`src/hdl/tccb_pkg.sv`:
```
`timescale 1ns / 1ps
`default_nettype none

package tccb_pkg;

   // Fixed field widths of the request and result transactions.
   localparam int unsigned REQ_TYPE_W    = 2;
   localparam int unsigned CHAR_W        = 8;
   localparam int unsigned LINE_W        = 5;
   localparam int unsigned POS_W         = 7;
   localparam int unsigned REQ_TDATA_W   = 24;
   localparam int unsigned RSP_TDATA_W   = 24;

   localparam logic [CHAR_W-1:0] CODE_NEWLINE   = 8'd10;
   localparam logic [CHAR_W-1:0] CODE_BACKSPACE = 8'd8;

   typedef enum logic [REQ_TYPE_W-1:0] {
      REQ_PUT   = 2'd0,
      REQ_CLEAR = 2'd1,
      REQ_READ  = 2'd2
   } req_kind_type;

   typedef enum logic [1:0] {
      ST_IDLE,
      ST_SWEEP,
      ST_POST
   } state_type;

   typedef struct packed {
      logic              scrolled;
      logic [POS_W-1:0]  cursor_pos;
      logic [LINE_W-1:0] cursor_line;
      logic [CHAR_W-1:0] cell_char;
   } result_type;

endpackage

`default_nettype wire

```
`src/hdl/tccb_ctrl.sv`:
```
`timescale 1ns / 1ps
`default_nettype none

module tccb_ctrl #(
   parameter int unsigned ROWS    = 25,
   parameter int unsigned COLUMNS = 80,
   parameter int unsigned RW      = $clog2(ROWS),
   parameter int unsigned CW      = $clog2(COLUMNS)
) (
   input  wire logic                                clock,
   input  wire logic                                reset,
   input  wire logic                                req_valid,
   output logic                                     req_ready,
   input  wire logic [tccb_pkg::REQ_TYPE_W-1:0]     req_type,
   input  wire logic [tccb_pkg::CHAR_W-1:0]         char_code,
   input  wire logic [tccb_pkg::LINE_W-1:0]         read_row,
   input  wire logic [tccb_pkg::POS_W-1:0]          read_col,
   output logic                                     ram_wr_en,
   output logic      [RW+CW-1:0]                    ram_wr_addr,
   output logic      [tccb_pkg::CHAR_W-1:0]         ram_wr_data,
   output logic                                     ram_rd_en,
   output logic      [RW+CW-1:0]                    ram_rd_addr,
   input  wire logic [tccb_pkg::CHAR_W-1:0]         ram_rd_data,
   output logic                                     res_valid,
   output tccb_pkg::result_type                     res_data,
   input  wire logic                                out_free
);

   import tccb_pkg::*;

   localparam logic [RW-1:0] ROW_LAST = RW'(ROWS - 1);
   localparam logic [CW-1:0] COL_LAST = CW'(COLUMNS - 1);

   // Logical row to physical row: the screen is a ring of rows starting at top_ff.
   function automatic logic [RW-1:0] ring_add(input logic [RW-1:0] a, input logic [RW-1:0] b);
      logic [RW:0] sum;
      sum = {1'b0, a} + {1'b0, b};
      if (sum >= (RW+1)'(ROWS)) begin
         sum = sum - (RW+1)'(ROWS);
      end
      return sum[RW-1:0];
   endfunction

   state_type   state_ff, state_in;
   logic [RW-1:0] row_ff, row_in;
   logic [CW-1:0] col_ff, col_in;
   logic [RW-1:0] top_ff, top_in;
   logic [RW-1:0] sw_row_ff, sw_row_in;
   logic [CW-1:0] sw_col_ff, sw_col_in;
   logic [RW-1:0] sw_end_ff, sw_end_in;
   logic          sw_rsp_ff, sw_rsp_in;
   logic          rd_pend_ff, rd_pend_in;
   result_type    res_ff, res_in;

   logic [RW-1:0] phys_row;
   logic          take_newline;
   logic          read_hit;

   assign phys_row = ring_add(row_ff, top_ff);
   assign read_hit = (32'(read_row) < ROWS) && (32'(read_col) < COLUMNS);

   always_ff @(posedge clock) begin
      if (reset) begin
         state_ff   <= ST_SWEEP;
         row_ff     <= '0;
         col_ff     <= '0;
         top_ff     <= '0;
         sw_row_ff  <= '0;
         sw_col_ff  <= '0;
         sw_end_ff  <= ROW_LAST;
         sw_rsp_ff  <= 1'b0;
         rd_pend_ff <= 1'b0;
      end else begin
         state_ff   <= state_in;
         row_ff     <= row_in;
         col_ff     <= col_in;
         top_ff     <= top_in;
         sw_row_ff  <= sw_row_in;
         sw_col_ff  <= sw_col_in;
         sw_end_ff  <= sw_end_in;
         sw_rsp_ff  <= sw_rsp_in;
         rd_pend_ff <= rd_pend_in;
      end
      res_ff <= res_in;
   end

   always_comb begin
      state_in     = state_ff;
      row_in       = row_ff;
      col_in       = col_ff;
      top_in       = top_ff;
      sw_row_in    = sw_row_ff;
      sw_col_in    = sw_col_ff;
      sw_end_in    = sw_end_ff;
      sw_rsp_in    = sw_rsp_ff;
      rd_pend_in   = rd_pend_ff;
      res_in       = res_ff;
      take_newline = 1'b0;
      req_ready    = 1'b0;
      ram_wr_en    = 1'b0;
      ram_wr_addr  = {phys_row, col_ff};
      ram_wr_data  = char_code;
      ram_rd_en    = 1'b0;
      ram_rd_addr  = {RW'(read_row), CW'(read_col)};
      res_valid    = 1'b0;
      res_data     = res_ff;
      res_data.cell_char = rd_pend_ff ? ram_rd_data : '0;

      unique case (state_ff)
         ST_IDLE: begin
            req_ready = 1'b1;
            if (req_valid) begin
               rd_pend_in = 1'b0;
               res_in.scrolled = 1'b0;
               state_in = ST_POST;
               case (req_type)
                  REQ_PUT: begin
                     if (char_code == CODE_NEWLINE) begin
                        take_newline = 1'b1;
                     end else if (char_code == CODE_BACKSPACE) begin
                        if (col_ff != '0) begin
                           col_in      = col_ff - 1'b1;
                           ram_wr_en   = 1'b1;
                           ram_wr_addr = {phys_row, col_ff - 1'b1};
                           ram_wr_data = '0;
                        end
                     end else begin
                        ram_wr_en = 1'b1;
                        if (col_ff == COL_LAST) begin
                           take_newline = 1'b1;
                        end else begin
                           col_in = col_ff + 1'b1;
                        end
                     end
                     if (take_newline) begin
                        col_in = '0;
                        if (row_ff != ROW_LAST) begin
                           row_in = row_ff + 1'b1;
                        end else begin
                           // The old top row becomes the new bottom row and is wiped.
                           res_in.scrolled = 1'b1;
                           top_in    = (top_ff == ROW_LAST) ? '0 : top_ff + 1'b1;
                           sw_row_in = top_ff;
                           sw_end_in = top_ff;
                           sw_col_in = '0;
                           sw_rsp_in = 1'b1;
                           state_in  = ST_SWEEP;
                        end
                     end
                  end
                  REQ_CLEAR: begin
                     row_in    = '0;
                     col_in    = '0;
                     top_in    = '0;
                     sw_row_in = '0;
                     sw_end_in = ROW_LAST;
                     sw_col_in = '0;
                     sw_rsp_in = 1'b1;
                     state_in  = ST_SWEEP;
                  end
                  REQ_READ: begin
                     ram_rd_en   = read_hit;
                     ram_rd_addr = {ring_add(RW'(read_row), top_ff), CW'(read_col)};
                     rd_pend_in  = read_hit;
                  end
                  default: begin
                  end
               endcase
               res_in.cursor_line = LINE_W'(row_in);
               res_in.cursor_pos  = POS_W'(col_in);
            end
         end
         ST_SWEEP: begin
            ram_wr_en   = 1'b1;
            ram_wr_addr = {sw_row_ff, sw_col_ff};
            ram_wr_data = '0;
            if (sw_col_ff == COL_LAST) begin
               sw_col_in = '0;
               if (sw_row_ff == sw_end_ff) begin
                  state_in = sw_rsp_ff ? ST_POST : ST_IDLE;
               end else begin
                  sw_row_in = sw_row_ff + 1'b1;
               end
            end else begin
               sw_col_in = sw_col_ff + 1'b1;
            end
         end
         ST_POST: begin
            res_valid = 1'b1;
            if (out_free) begin
               rd_pend_in = 1'b0;
               state_in   = ST_IDLE;
            end
         end
         default: begin
            state_in = ST_IDLE;
         end
      endcase
   end

endmodule

`default_nettype wire

```
`config.mk`:
```
export PLATFORM = sky130hd
export DESIGN_NAME = tccb_ctrl
export DESIGN_NICKNAME = d
export VERILOG_FILES = /design/src/hdl/tccb_pkg.sv /design/src/hdl/tccb_ctrl.sv
export SDC_FILE = /design/constraint.sdc
export NUM_CORES = 1
export LEC_CHECK = 0
export ABC_AREA = 1
export BUFFER_PORTS_ARGS = -buffer_cell sky130_fd_sc_hd__buf_4
export CORE_MARGIN = 4
export CORE_UTILIZATION = 42
export DETAILED_ROUTE_END_ITERATION = 8
export GPL_TIMING_DRIVEN = 0
export SLEW_MARGIN = 20
export SYNTH_ARGS = -nofsm -noshare
export SYNTH_HDL_FRONTEND = slang
export SYNTH_SLANG_ARGS = --single-unit
```
`constraint.sdc`:
```
create_clock -name clock -period 2.85 [get_ports clock]
set_input_delay 0 -clock clock [delete_from_list [all_inputs] [get_ports clock]]
set_output_delay 0 -clock clock [all_outputs]
set_load 0.03 [all_outputs]
```
# Yosys cells after proc, flatten, opt, wreduce, memory -nomap -nowiden
# Index checks and enable logic that the tools add are counted.
# op_classes
n_mux	78
n_lt_le_gt_ge	4
reduce_logical	14
n_eq_ne	21
add_sub_neg	10
# ops
op	n
7-bit 2-to-1 mux	14
5-bit 2-to-1 mux	12
5-bit one-hot mux with 2 select lines	5
8-bit 2-to-1 mux	6
7-bit one-hot mux with 2 select lines	3
12-bit 2-to-1 mux	3
12-bit one-hot mux with 2 select lines	1
1-bit 2-to-1 mux	21
8-bit by 4-bit == test with 1-bit output, second input constant	2
8-bit one-hot mux with 2 select lines	1
5-bit by 1-bit adder with 5-bit output, second input constant	3
7-bit by 1-bit adder with 7-bit output, second input constant	2
7-bit == test, second input constant	2
2-bit 2-to-1 mux	7
2-bit != test, second input constant	7
5-bit by 5-bit adder with 6-bit output	2
6-bit by 5-bit greater-or-equal comparator with 1-bit output, second input constant	2
5-bit AND reduction	2
5-bit subtractor, second input constant	2
7-bit less-than comparator, second input constant	1
7-bit AND reduction	1
7-bit nonzero test	1
7-bit by 1-bit subtractor with 7-bit output, second input constant	1
3-bit != test, second input constant	2
other kinds (16)	24
# word_totals
word_cells	139
input_bits	34
ff_bits	51
out_inout_bits	57

# Depth between registers and ports, before layout
# Gate-level depths: netlist (run 1).
# depth
ltp_word	11
mapped_depth	15
mapped_depth_nobuf	15

# Worst setup path before layout (run 1)
# Ideal clock, no wire load.
# synth_path
kind	register -> output
startpoint	reg top_ff[0]
endpoint	out ram_rd_addr[8]
t_arrival_ns	2.479
stages_incl_launch_ff	11
slack_ns	0.371
n_path_buf	0
required_time_ns	2.850
cell_sequence	dfxtp_1 > ha_1 > inv_1 > fa_1 > ha_1 > inv_1 > nor2_1 > nand2_1 > nand3_1 > a21oi_1 > o21ai_0
# synth_via
elab_chain_cells	6
word_cells_on_any_way	7
classes_between	2 x add/sub; 1 x order compare; 4 x mux
# synth_lines
item	line	text
start: declaration	tccb_ctrl.sv:47	logic [RW-1:0] top_ff, top_in;
start signal: assignment	tccb_ctrl.sv:77	top_ff <= top_in;
5-bit by 5-bit adder with 6-bit output (*)	tccb_ctrl.sv:37	sum = {1'b0, a} + {1'b0, b};
5-bit subtractor / 6-bit by 5-bit greater-or-equal comparator with 1-bit output (equally long branches)	tccb_ctrl.sv:39, tccb_ctrl.sv:38	
5-bit 2-to-1 mux (*)	tccb_ctrl.sv:38	if (sum >= (RW+1)'(ROWS)) begin
12-bit 2-to-1 mux (*)	tccb_ctrl.sv:116	case (req_type)
12-bit 2-to-1 mux (*)	tccb_ctrl.sv:112	if (req_valid) begin
12-bit 2-to-1 mux (*)	tccb_ctrl.sv:109	unique case (state_ff)
end: declaration	tccb_ctrl.sv:22	output logic [RW+CW-1:0] ram_rd_addr,
# Mark *: on every way between the ends. The rest lies on a longest branch, timed or not.

# Worst setup path in the final report (run 1)
# layout_path
startpoint	reg top_ff[0]
endpoint	out ram_wr_addr[11]
# layout_via
elab_chain_cells	4
word_cells_on_any_way	5
classes_between	2 x add/sub; 1 x order compare; 2 x mux
# layout_lines
item	line	text
5-bit by 5-bit adder with 6-bit output (*)	tccb_ctrl.sv:37	
5-bit subtractor / 6-bit by 5-bit greater-or-equal comparator with 1-bit output (equally long branches)	tccb_ctrl.sv:39, tccb_ctrl.sv:38	
5-bit 2-to-1 mux (*)	tccb_ctrl.sv:38	
12-bit one-hot mux with 2 select lines (*)	tccb_ctrl.sv:109	
end: declaration	tccb_ctrl.sv:19	output logic [RW+CW-1:0] ram_wr_addr,
# Marked as above.

==> summary.md, run 1 <==
| Metric | Value |
|---|---|
| Status | `completed` |
| Drt first pass iters | `5` |
| Global-route met3 utilization | `0.0299` |
| Minimum clock period | `roughly 2.6 ns` |
| Crit end category | `primary output` |
| Top FF cell, synth | `dfxtp_1` |
| Flop2flop setup slack | `0.95 ns` |
| Routed WL | `12600 um` |
| Hold Fails Final Rpt | `0` |
| Post-Syn Instances | `about 710` |
| Largest net degree at the start of global routing | `23` |
| Post-route DRC | `0` |
| Sequential share of the synthesized area | `0.256` |
| CP Max Fanout | `6` |
| Met2 GRT Util | `0.335` |
| Layout cell share with drive strength beyond 1 | `0.205` |
| Number of max-cap violations | `0` |
| Reg2Reg Depth | `9` |
| Cell Rows | `37` |
| Cell with the most instances after synthesis | `nand2_1` |
| Worst-path cell chain | `ha_1, inv_1, fa_1, ha_1, nand3_1, nand3_1, o21ai_4, nand2_1, nand3_1, nand2_1, inv_1, buf_4` |
| GRT busiest layer | `met2` |
| Asr flop ratio synth | `0` |
| CP peak stage delay | `0.53 ns` |
| Tot GR Track Use | `0.201` |
| Hold Crit Class | `input port to register` |
| Required time of the critical path | `2.85 ns` |
| Tot Pwr | `1380 uW` |
| Mapped Area | `4500 sq um` |
| Synth cell types | `a little over 40` |
| Period Utilization, post-route | `0.927` |
| Die extent in y | `112 um` |
| First-pass GRT wire length | `21500 um` |
| Most common cell on crit path | `nand3_1` |
| Port Buf Inserts | `between 80 and 90` |
| IO Count | `91` |
| Clock Pin Slew Worst Setup and Hold Paths | `about 0.10 ns` |
| Syn-to-layout area delta | `20.6%` |
| Initial Utilization | `0.434` |
| Synthesized area per cell | `6.38 sq um` |
| Final Skew | `0.0107 ns` |
| Via count | `4778` |
| Post CTS Setup Buffer Count | `0` |
| Slowest cell on the critical path | `fa_1` |
| Commonest cells post-synth | `189 x nand2_1, 108 x inv_1, 95 x nand3_1` |
| Leakage | `0.00277 uW` |
| Initial antenna violation count | `0` |
| Share of the synthesized area in the top cell type | `0.169` |
| Critical Path AT | `2.64 ns` |
| WHS Endpoint | `top_ff[1]` |
| Finish-stage setup viols | `0` |
| GP Congestion | `0.926` |
| Vias in the first global route | `4509` |
| Die area | `12400 sq um` |
| Root buf cell | `clkbuf_8` |
| Grt met1 use | `0.283` |
| Rel. slew slack | `0.571` |
| Die X-Extent | `112 um` |
| Post-route ant nets | `0` |
| Area leader, netlist | `dfxtp_1` |
| Startpoint types | `register` |
| #FFs+latches synth | `between 50 and 60` |
| Worst reg2reg startpoint | `col_ff[1]` |
| Clock sink count | `51` |
| Yosys warns | `0` |
| Grt ovf | `0` |
| Post-synth net total | `approximately 770` |
| Slew @ Worst Pin | `approximately 0.64 ns` |
| WHS Path Cells | `4` |
| Worst r2r dst | `sw_end_ff[3]` |
| Peak VDD IR | `0.000180 V` |
| CP delay by family, top | `adder cells` |
| Nets | `857` |
| Number of synthesized flops with an enable pin | `13` |
| Min-delay src | `req_valid` |
| Placed Cells | `around 930` |
| Clock tree buffer depth | `2` |
| Final Non-Filler Cells | `approximately 940` |
| Drt wl/cell | `13.5 um` |
| Htree depth | `2` |
| Ant diodes | `0` |
| Crit path buf inv count | `3` |
| CP Class | `register to primary output` |
| Setup TNS | `0 ns` |
| Slew Viols, Final | `0` |
| Max Fclk | `378 MHz` |
| Leading cell types by total area after synthesis | `dfxtp_1 17%, nand2_1 16%, nand3_1 11%` |
| Num CTS Buffers | `5` |
| DR vias/cell | `a little over 5` |
| CTS tree | `built` |
| Pwr Density | `253 nW/um^2` |
| Unrepaired setup endpoints after global routing | `false` |
| Hpwl dp | `9880 um` |
| Clock Latency Late Sink | `0.31 ns` |
| Initial DRC Count | `between 300 and 400` |
| Core area | `between 10000 and 15000 sq um` |
==> placed cells by master, fill, tap and decap left out, types with 4 or more instances in the layout <==
cell / synthesis / routed
clkbuf_1: 6 / 7
buf_4: 10 / 94
nor2_2: 3 / 4
nand3_1: 95 / 94
clkbuf_8: 0 / 6
or2_2: 4 / 4
buf_2: 9 / 9
edfxtp_1: 13 / 13
nand2_2: 8 / 9
o21ai_1: 7 / 7
nand4_1: 13 / 13
o211ai_1: 5 / 5
a21oi_1: 44 / 44
a21oi_2: 4 / 4
xor2_1: 9 / 9
inv_2: 4 / 4
nor2_1: 48 / 47
dfxtp_1: 38 / 35
inv_1: 108 / 108
nor2_4: 5 / 5
ha_1: 23 / 23
nand2_1: 189 / 188
o21ai_0: 28 / 28
==> per-stage QoR <==
step	hold WS, ns	util	instance area, sq um	setup WS [ns]
after floorplan	0.0925	-	4500	0.371
after global placement	0.213	0.511	5300	0.412
after detailed placement	0.214	0.511	5300	0.391
after CTS	0.129	0.521	5410	0.0289
after global routing	0.174	0.524	5430	0.0101
final	0.128	0.524	5430	0.207
==> power breakdown <==
group	internal, uW	leakage [uW]	switching, uW	total [uW]
clock network	197	0.0000482	250	446
registers	741	0.000428	3.94	745
logic	75.3	0.00229	109	185
==> state kept, by name, summed over array words and instances (netlist names) <==
name / cells
sw_col_ff: 7
rd_pend_ff: 1
res_data: 13
col_ff: 7
sw_row_ff: 5
state_ff: 2
sw_end_ff: 5
top_ff: 5
sw_rsp_ff: 1
row_ff: 5
==> kinds of logic after synthesis <==
| group | synth area share |
|---|---|
| and+or+nand+nor | 0.395 |
| adders and majority gates | 0.0728 |
| xor gates and xnor gates | 0.0233 |
| DFF | 0.256 |
| AOI/OAI and AO/OA | 0.121 |
| buffers and inverters | 0.132 |
==> metal layers <==
layer | part of all wire | up-vias | routed length, um
met5 | 0 | - | 0
met4 | 0.0057 | 0 | 72
met3 | 0.070 | 6 | 881
met2 | 0.45 | 157 | 5670
met1 | 0.48 | 2157 | 6010
li1 | - | 2458 | -
==> final cells by class <==
class / instances / area [sq um]
flip-flops and latches: 51 / 1150
multi-input cells: 514 / 2780
fillers: 1069 / 4940
repair buffers: 85 / 641
plain buffers: 28 / 169
well taps: 136 / 170
inverters: 113 / 427
clock buffers: 7 / 86.3
clock inverters: 1 / 5.00
==> repair_timing <==
| item | in CTS | in global routing |
|---|---|---|
| hold buffers | 1 | 0 |
| resized for setup | 0 | 8 |
| endpoints found under the setup margin | 0 | 10 |
| hold endpoints to repair | 1 | 0 |
==> tightest hold or removal path, delay by kind of cell <==
| kind | cells | cell delay (ns) |
|---|---|---|
| compound gates | 1 | 0.06 |
| simple gates | 2 | 0.21 |
| buf+inv | 1 | 0.13 |
==> worst max-delay path by stage <==
stage	cells after the start	endpoint	slack [ns]	start
6_report	12	ram_wr_addr[11]	0.21	top_ff[0]
5_1_grt	12	ram_wr_addr[9]	0.01	top_ff[0]
4_1_cts	14	ram_rd_addr[9]	0.03	top_ff[0]
3_5_place_dp	14	ram_rd_addr[9]	0.39	top_ff[0]
3_3_place_gp	14	ram_rd_addr[9]	0.41	top_ff[0]
2_1_floorplan	10	ram_rd_addr[8]	0.37	top_ff[0]
Power figures use the tool's default switching activity.
==> run 2, diff against run 1 <==
--- a/config.mk
+++ b/config.mk
@@ -5,7 +5,6 @@
 export SDC_FILE = /design/constraint.sdc
 export NUM_CORES = 1
 export LEC_CHECK = 0
-export ABC_AREA = 1
 export BUFFER_PORTS_ARGS = -buffer_cell sky130_fd_sc_hd__buf_4
 export CORE_MARGIN = 4
 export CORE_UTILIZATION = 42
==> summary.md, run 2 <==
| Metric | Value |
|---|---|
| Required time of the critical path | `2.85 ns (about the same)` |
| Logic pwr share | `0.141 (+0.007)` |
| Cell with the most instances after synthesis | `nand2_1` |
| Hpwl dp | `9900 um (+0.15%)` |
| Crit path from | `top_ff[0]` |
| Ant diodes | `0 (unchanged)` |
| Detail Route met2 WL | `5910 um (+4.2%)` |
| Clock sink count | `51 (unchanged)` |
| Routed WL | `13000 um (+2.7%)` |
| Num CTS Buffers | `5 (unchanged)` |
| Final Skew | `0.0104 ns (-0.000304 ns)` |
| Peak VDD IR | `0.000180 V (-0.11%)` |
| Asr flop ratio synth | `0 (unchanged)` |
| Port Buf Inserts | `85 (+1.2%)` |
| Finish-stage setup viols | `0 (unchanged)` |
| Nets | `710 (-17%)` |
| CP Max Fanout | `2 (-4)` |
| Worst reg2reg startpoint | `col_ff[0]` |
| Grt ovf | `0 (unchanged)` |
| Minimum hold slack | `0.0714 ns (-0.0561 ns)` |
| First-pass GRT wire length | `21100 um (-2.2%)` |
| Number of max-cap violations | `0 (unchanged)` |
| Critical Path AT | `2.79 ns (+0.15 ns)` |
| Synth cell types | `70 (+71%)` |
| Number of flip-flops in the largest register | `13 (unchanged)` |
| Sequential share of the synthesized area | `0.276 (+0.0206)` |
| Post-route ant nets | `0 (unchanged)` |
| Via count | `4441 (-7.1%)` |
| Mapped Area | `4170 sq um (-7.5%)` |
| DR vias/cell | `5.66 (+11%)` |
| Crit end category | `primary output` |
| Worst setup path endpoint | `ram_rd_addr[11]` |
| Yosys warns | `0 (unchanged)` |
| Clock share of power | `0.323 (about the same)` |
| Flop2flop setup slack | `0.24 ns (-0.71 ns)` |
| Max layer used | `met4` |
| Slew @ Worst Pin | `0.869 ns (+0.225 ns)` |
| Post-synth net total | `603 (-21%)` |
| Unrepaired setup endpoints after global routing | `true` |
| Hold Fails Final Rpt | `0 (unchanged)` |
| Minimum clock period | `2.79 ns (+0.151 ns)` |
| Rel. slew slack | `0.416 (-0.155)` |
| Switch share | `0.279 (+0.0152)` |
| CTS tree | `built` |
| Initial Utilization | `0.428 (-0.00600)` |
| Drt first pass iters | `5 (unchanged)` |
| Top FF cell, synth | `dfxtp_1` |
| Tot GR Track Use | `0.223 (+0.0217)` |
| Startpoint types | `register` |
| Clock Latency Late Sink | `0.31 ns (about the same)` |
| Met1 wire length | `6010 um (about the same)` |
| #FFs+latches synth | `51 (unchanged)` |
| Htree depth | `2 (unchanged)` |
| Clock tree buffer depth | `2 (unchanged)` |
| Vias in the first global route | `4147 (-8.0%)` |
| Status | `completed` |
| Commonest non-fill, non-tap cell in the layout | `buf_4` |
| Die area | `11600 sq um (-6.9%)` |
| Area leader, netlist | `dfxtp_1` |
| Cell Rows | `36 (-2.7%)` |
| Pwr Density | `257 nW/um^2 (+1.4%)` |
| Synthesized area per cell | `7.66 sq um (+20%)` |
| Clock Pin Slew Worst Setup and Hold Paths | `0.10 ns (about the same)` |
| DR WL met3 | `836 um (-5.1%)` |
| Leading cell types by total area after synthesis | `dfxtp_1 18%, edfxtp_1 9.4%, ha_1 6.9%` |
| Number of synthesized flops with an enable pin | `13 (unchanged)` |
| Period Utilization, post-route | `0.980 (+0.0530)` |
| Drt wl/cell | `16.5 um (+22%)` |
| Leakage | `0.00216 uW (-22%)` |
| Core area | `9730 sq um (-6.2%)` |
| Worst r2r dst | `col_ff[2]` |
| Slew Viols, Final | `0 (unchanged)` |
| Root buf cell | `clkbuf_8` |
| Largest net degree at the start of global routing | `23 (unchanged)` |
| CP Class | `register to primary output` |
| Initial antenna violation count | `0 (unchanged)` |
| Initial DRC Count | `263 (-21%)` |
| Syn-to-layout area delta | `29.4%` |
| Max Fclk | `358 MHz (-5.4%)` |
| Post-Syn Instances | `544 (-23%)` |
| Die X-Extent | `108 um (-3.5%)` |
| Internal power | `999 uW (-1.4%)` |
| Sw Pwr | `386 uW (+6.5%)` |
| Hold Crit Class | `input port to register` |
| Commonest cells post-synth | `58 x nand2_1, 46 x nor2_1, 40 x a21oi_1` |
| Most frequent cells in the layout | `103 x buf_4, 56 x nand2_1, 44 x nor2_1` |
| IO Count | `91 (unchanged)` |
| Reg power frac | `0.536 (-0.005)` |
| Post-route DRC | `0 (unchanged)` |
| Layout cell share with drive strength beyond 1 | `0.255 (+0.0493)` |
| Die extent in y | `108 um (-3.5%)` |
| Reg2Reg Depth | `7 (-2)` |
| GP Congestion | `0.963 (+4.0%)` |
| Core Util, Final | `0.554 (+0.0306)` |
| Share of the synthesized area in the top cell type | `0.183 (+0.0136)` |
## run 2: cell count changes in the layout (fill, tap and decap cells not counted), sizes merged, moves of 8 or more
cell	previous run	this run
nand2	199	58
nor2	59	47
and3	0	13
nor2b	0	12
nor3	2	25
a31oi	0	8
a311oi	0	9
nand4	16	1
clkbuf	13	28
nand3	98	30
inv	113	21
and2	0	11
## run 2: cell families (layout without fill, tap and decap cells)
logic type,count (synthesis),count (layout),share of synthesized area
xor+xnor,15,15,0.0315
flops,51,51,0.276
mux,9,9,0.0222
fa+ha+maj,25,25,0.0787
buf+inv,58,166,0.0622
compound gates,158,158,0.249
simple gates,228,228,0.280
## run 2: critical path, stage by stage (launching register included)
cell	delay [ns]
dfxtp_4	0.38
ha_4	0.14
inv_2	0.03
fa_1	0.52
buf_6	0.12
ha_4	0.12
nor2_2	0.04
o41a_1	0.41
or3_1	0.36
a31oi_2	0.20
buf_6	0.15
## run 2: cell type report
class	instances	area [sq um]
Tap cell	133	166
Sequential cell	51	1170
Clock inverter	3	23.8
Buffer	37	189
Inverter	21	78.8
Fill cell	949	4340
Clock buffer	5	68.8
Timing Repair Buffer	100	764
Multi-Input combinational cell	435	2930
## run 2: repair_timing
action / CTS / global route
gates cloned: 0 / 0
endpoints found under the setup margin: 11 / 17
buffers inserted: 5 / 9
endpoints found under the hold margin: 1 / 0
hold buffers: 1 / 0
gates resized for setup: 19 / 34
pin swaps: 4 / 11
## run 2: stage by stage
stage          instances   TNS (ns)  total power, uW  instance area [sq um]  setup slack (ns)
3_5_place_dp         762     -0.113              944                   4980            -0.113
4_1_cts              776  -0.000523             1390                   5180         -0.000523
6_report             785          0             1390                   5390            0.0560
5_1_grt              785    -0.0536             1440                   5390           -0.0535
2_1_floorplan        544          0              862                   4170            0.0334
3_3_place_gp         762    -0.0807              943                   4980           -0.0807
## run 2: power groups by stage
stage	Sequential, uW	Clock [uW]	Combinational (uW)
3_5_place_dp	762	0	182
6_report	743	447	196
5_1_grt	743	484	211
4_1_cts	743	454	188
3_3_place_gp	762	0	181
2_1_floorplan	761	0	101
## run 2: routing by layer
metal	up-vias	GRT usage
met2	155	0.344
met1	2055	0.329
met5	-	0
met4	0	0.0541
met3	19	0.0300
li1	2212	-
## run 2: how the worst min path moves through the flow
stage                     endpoint        start  cells past startpoint  slack (ns)
floorplan               rd_pend_ff     out_free                      1         0.1
global placement    ram_rd_addr[1]  read_col[1]                      2        0.22
detailed placement  ram_rd_addr[0]  read_col[0]                      2        0.22
CTS                    state_ff[1]    req_valid                      3        0.06
global route          sw_row_ff[2]        reset                      3        0.08
finish                 state_ff[1]    req_valid                      3        0.07
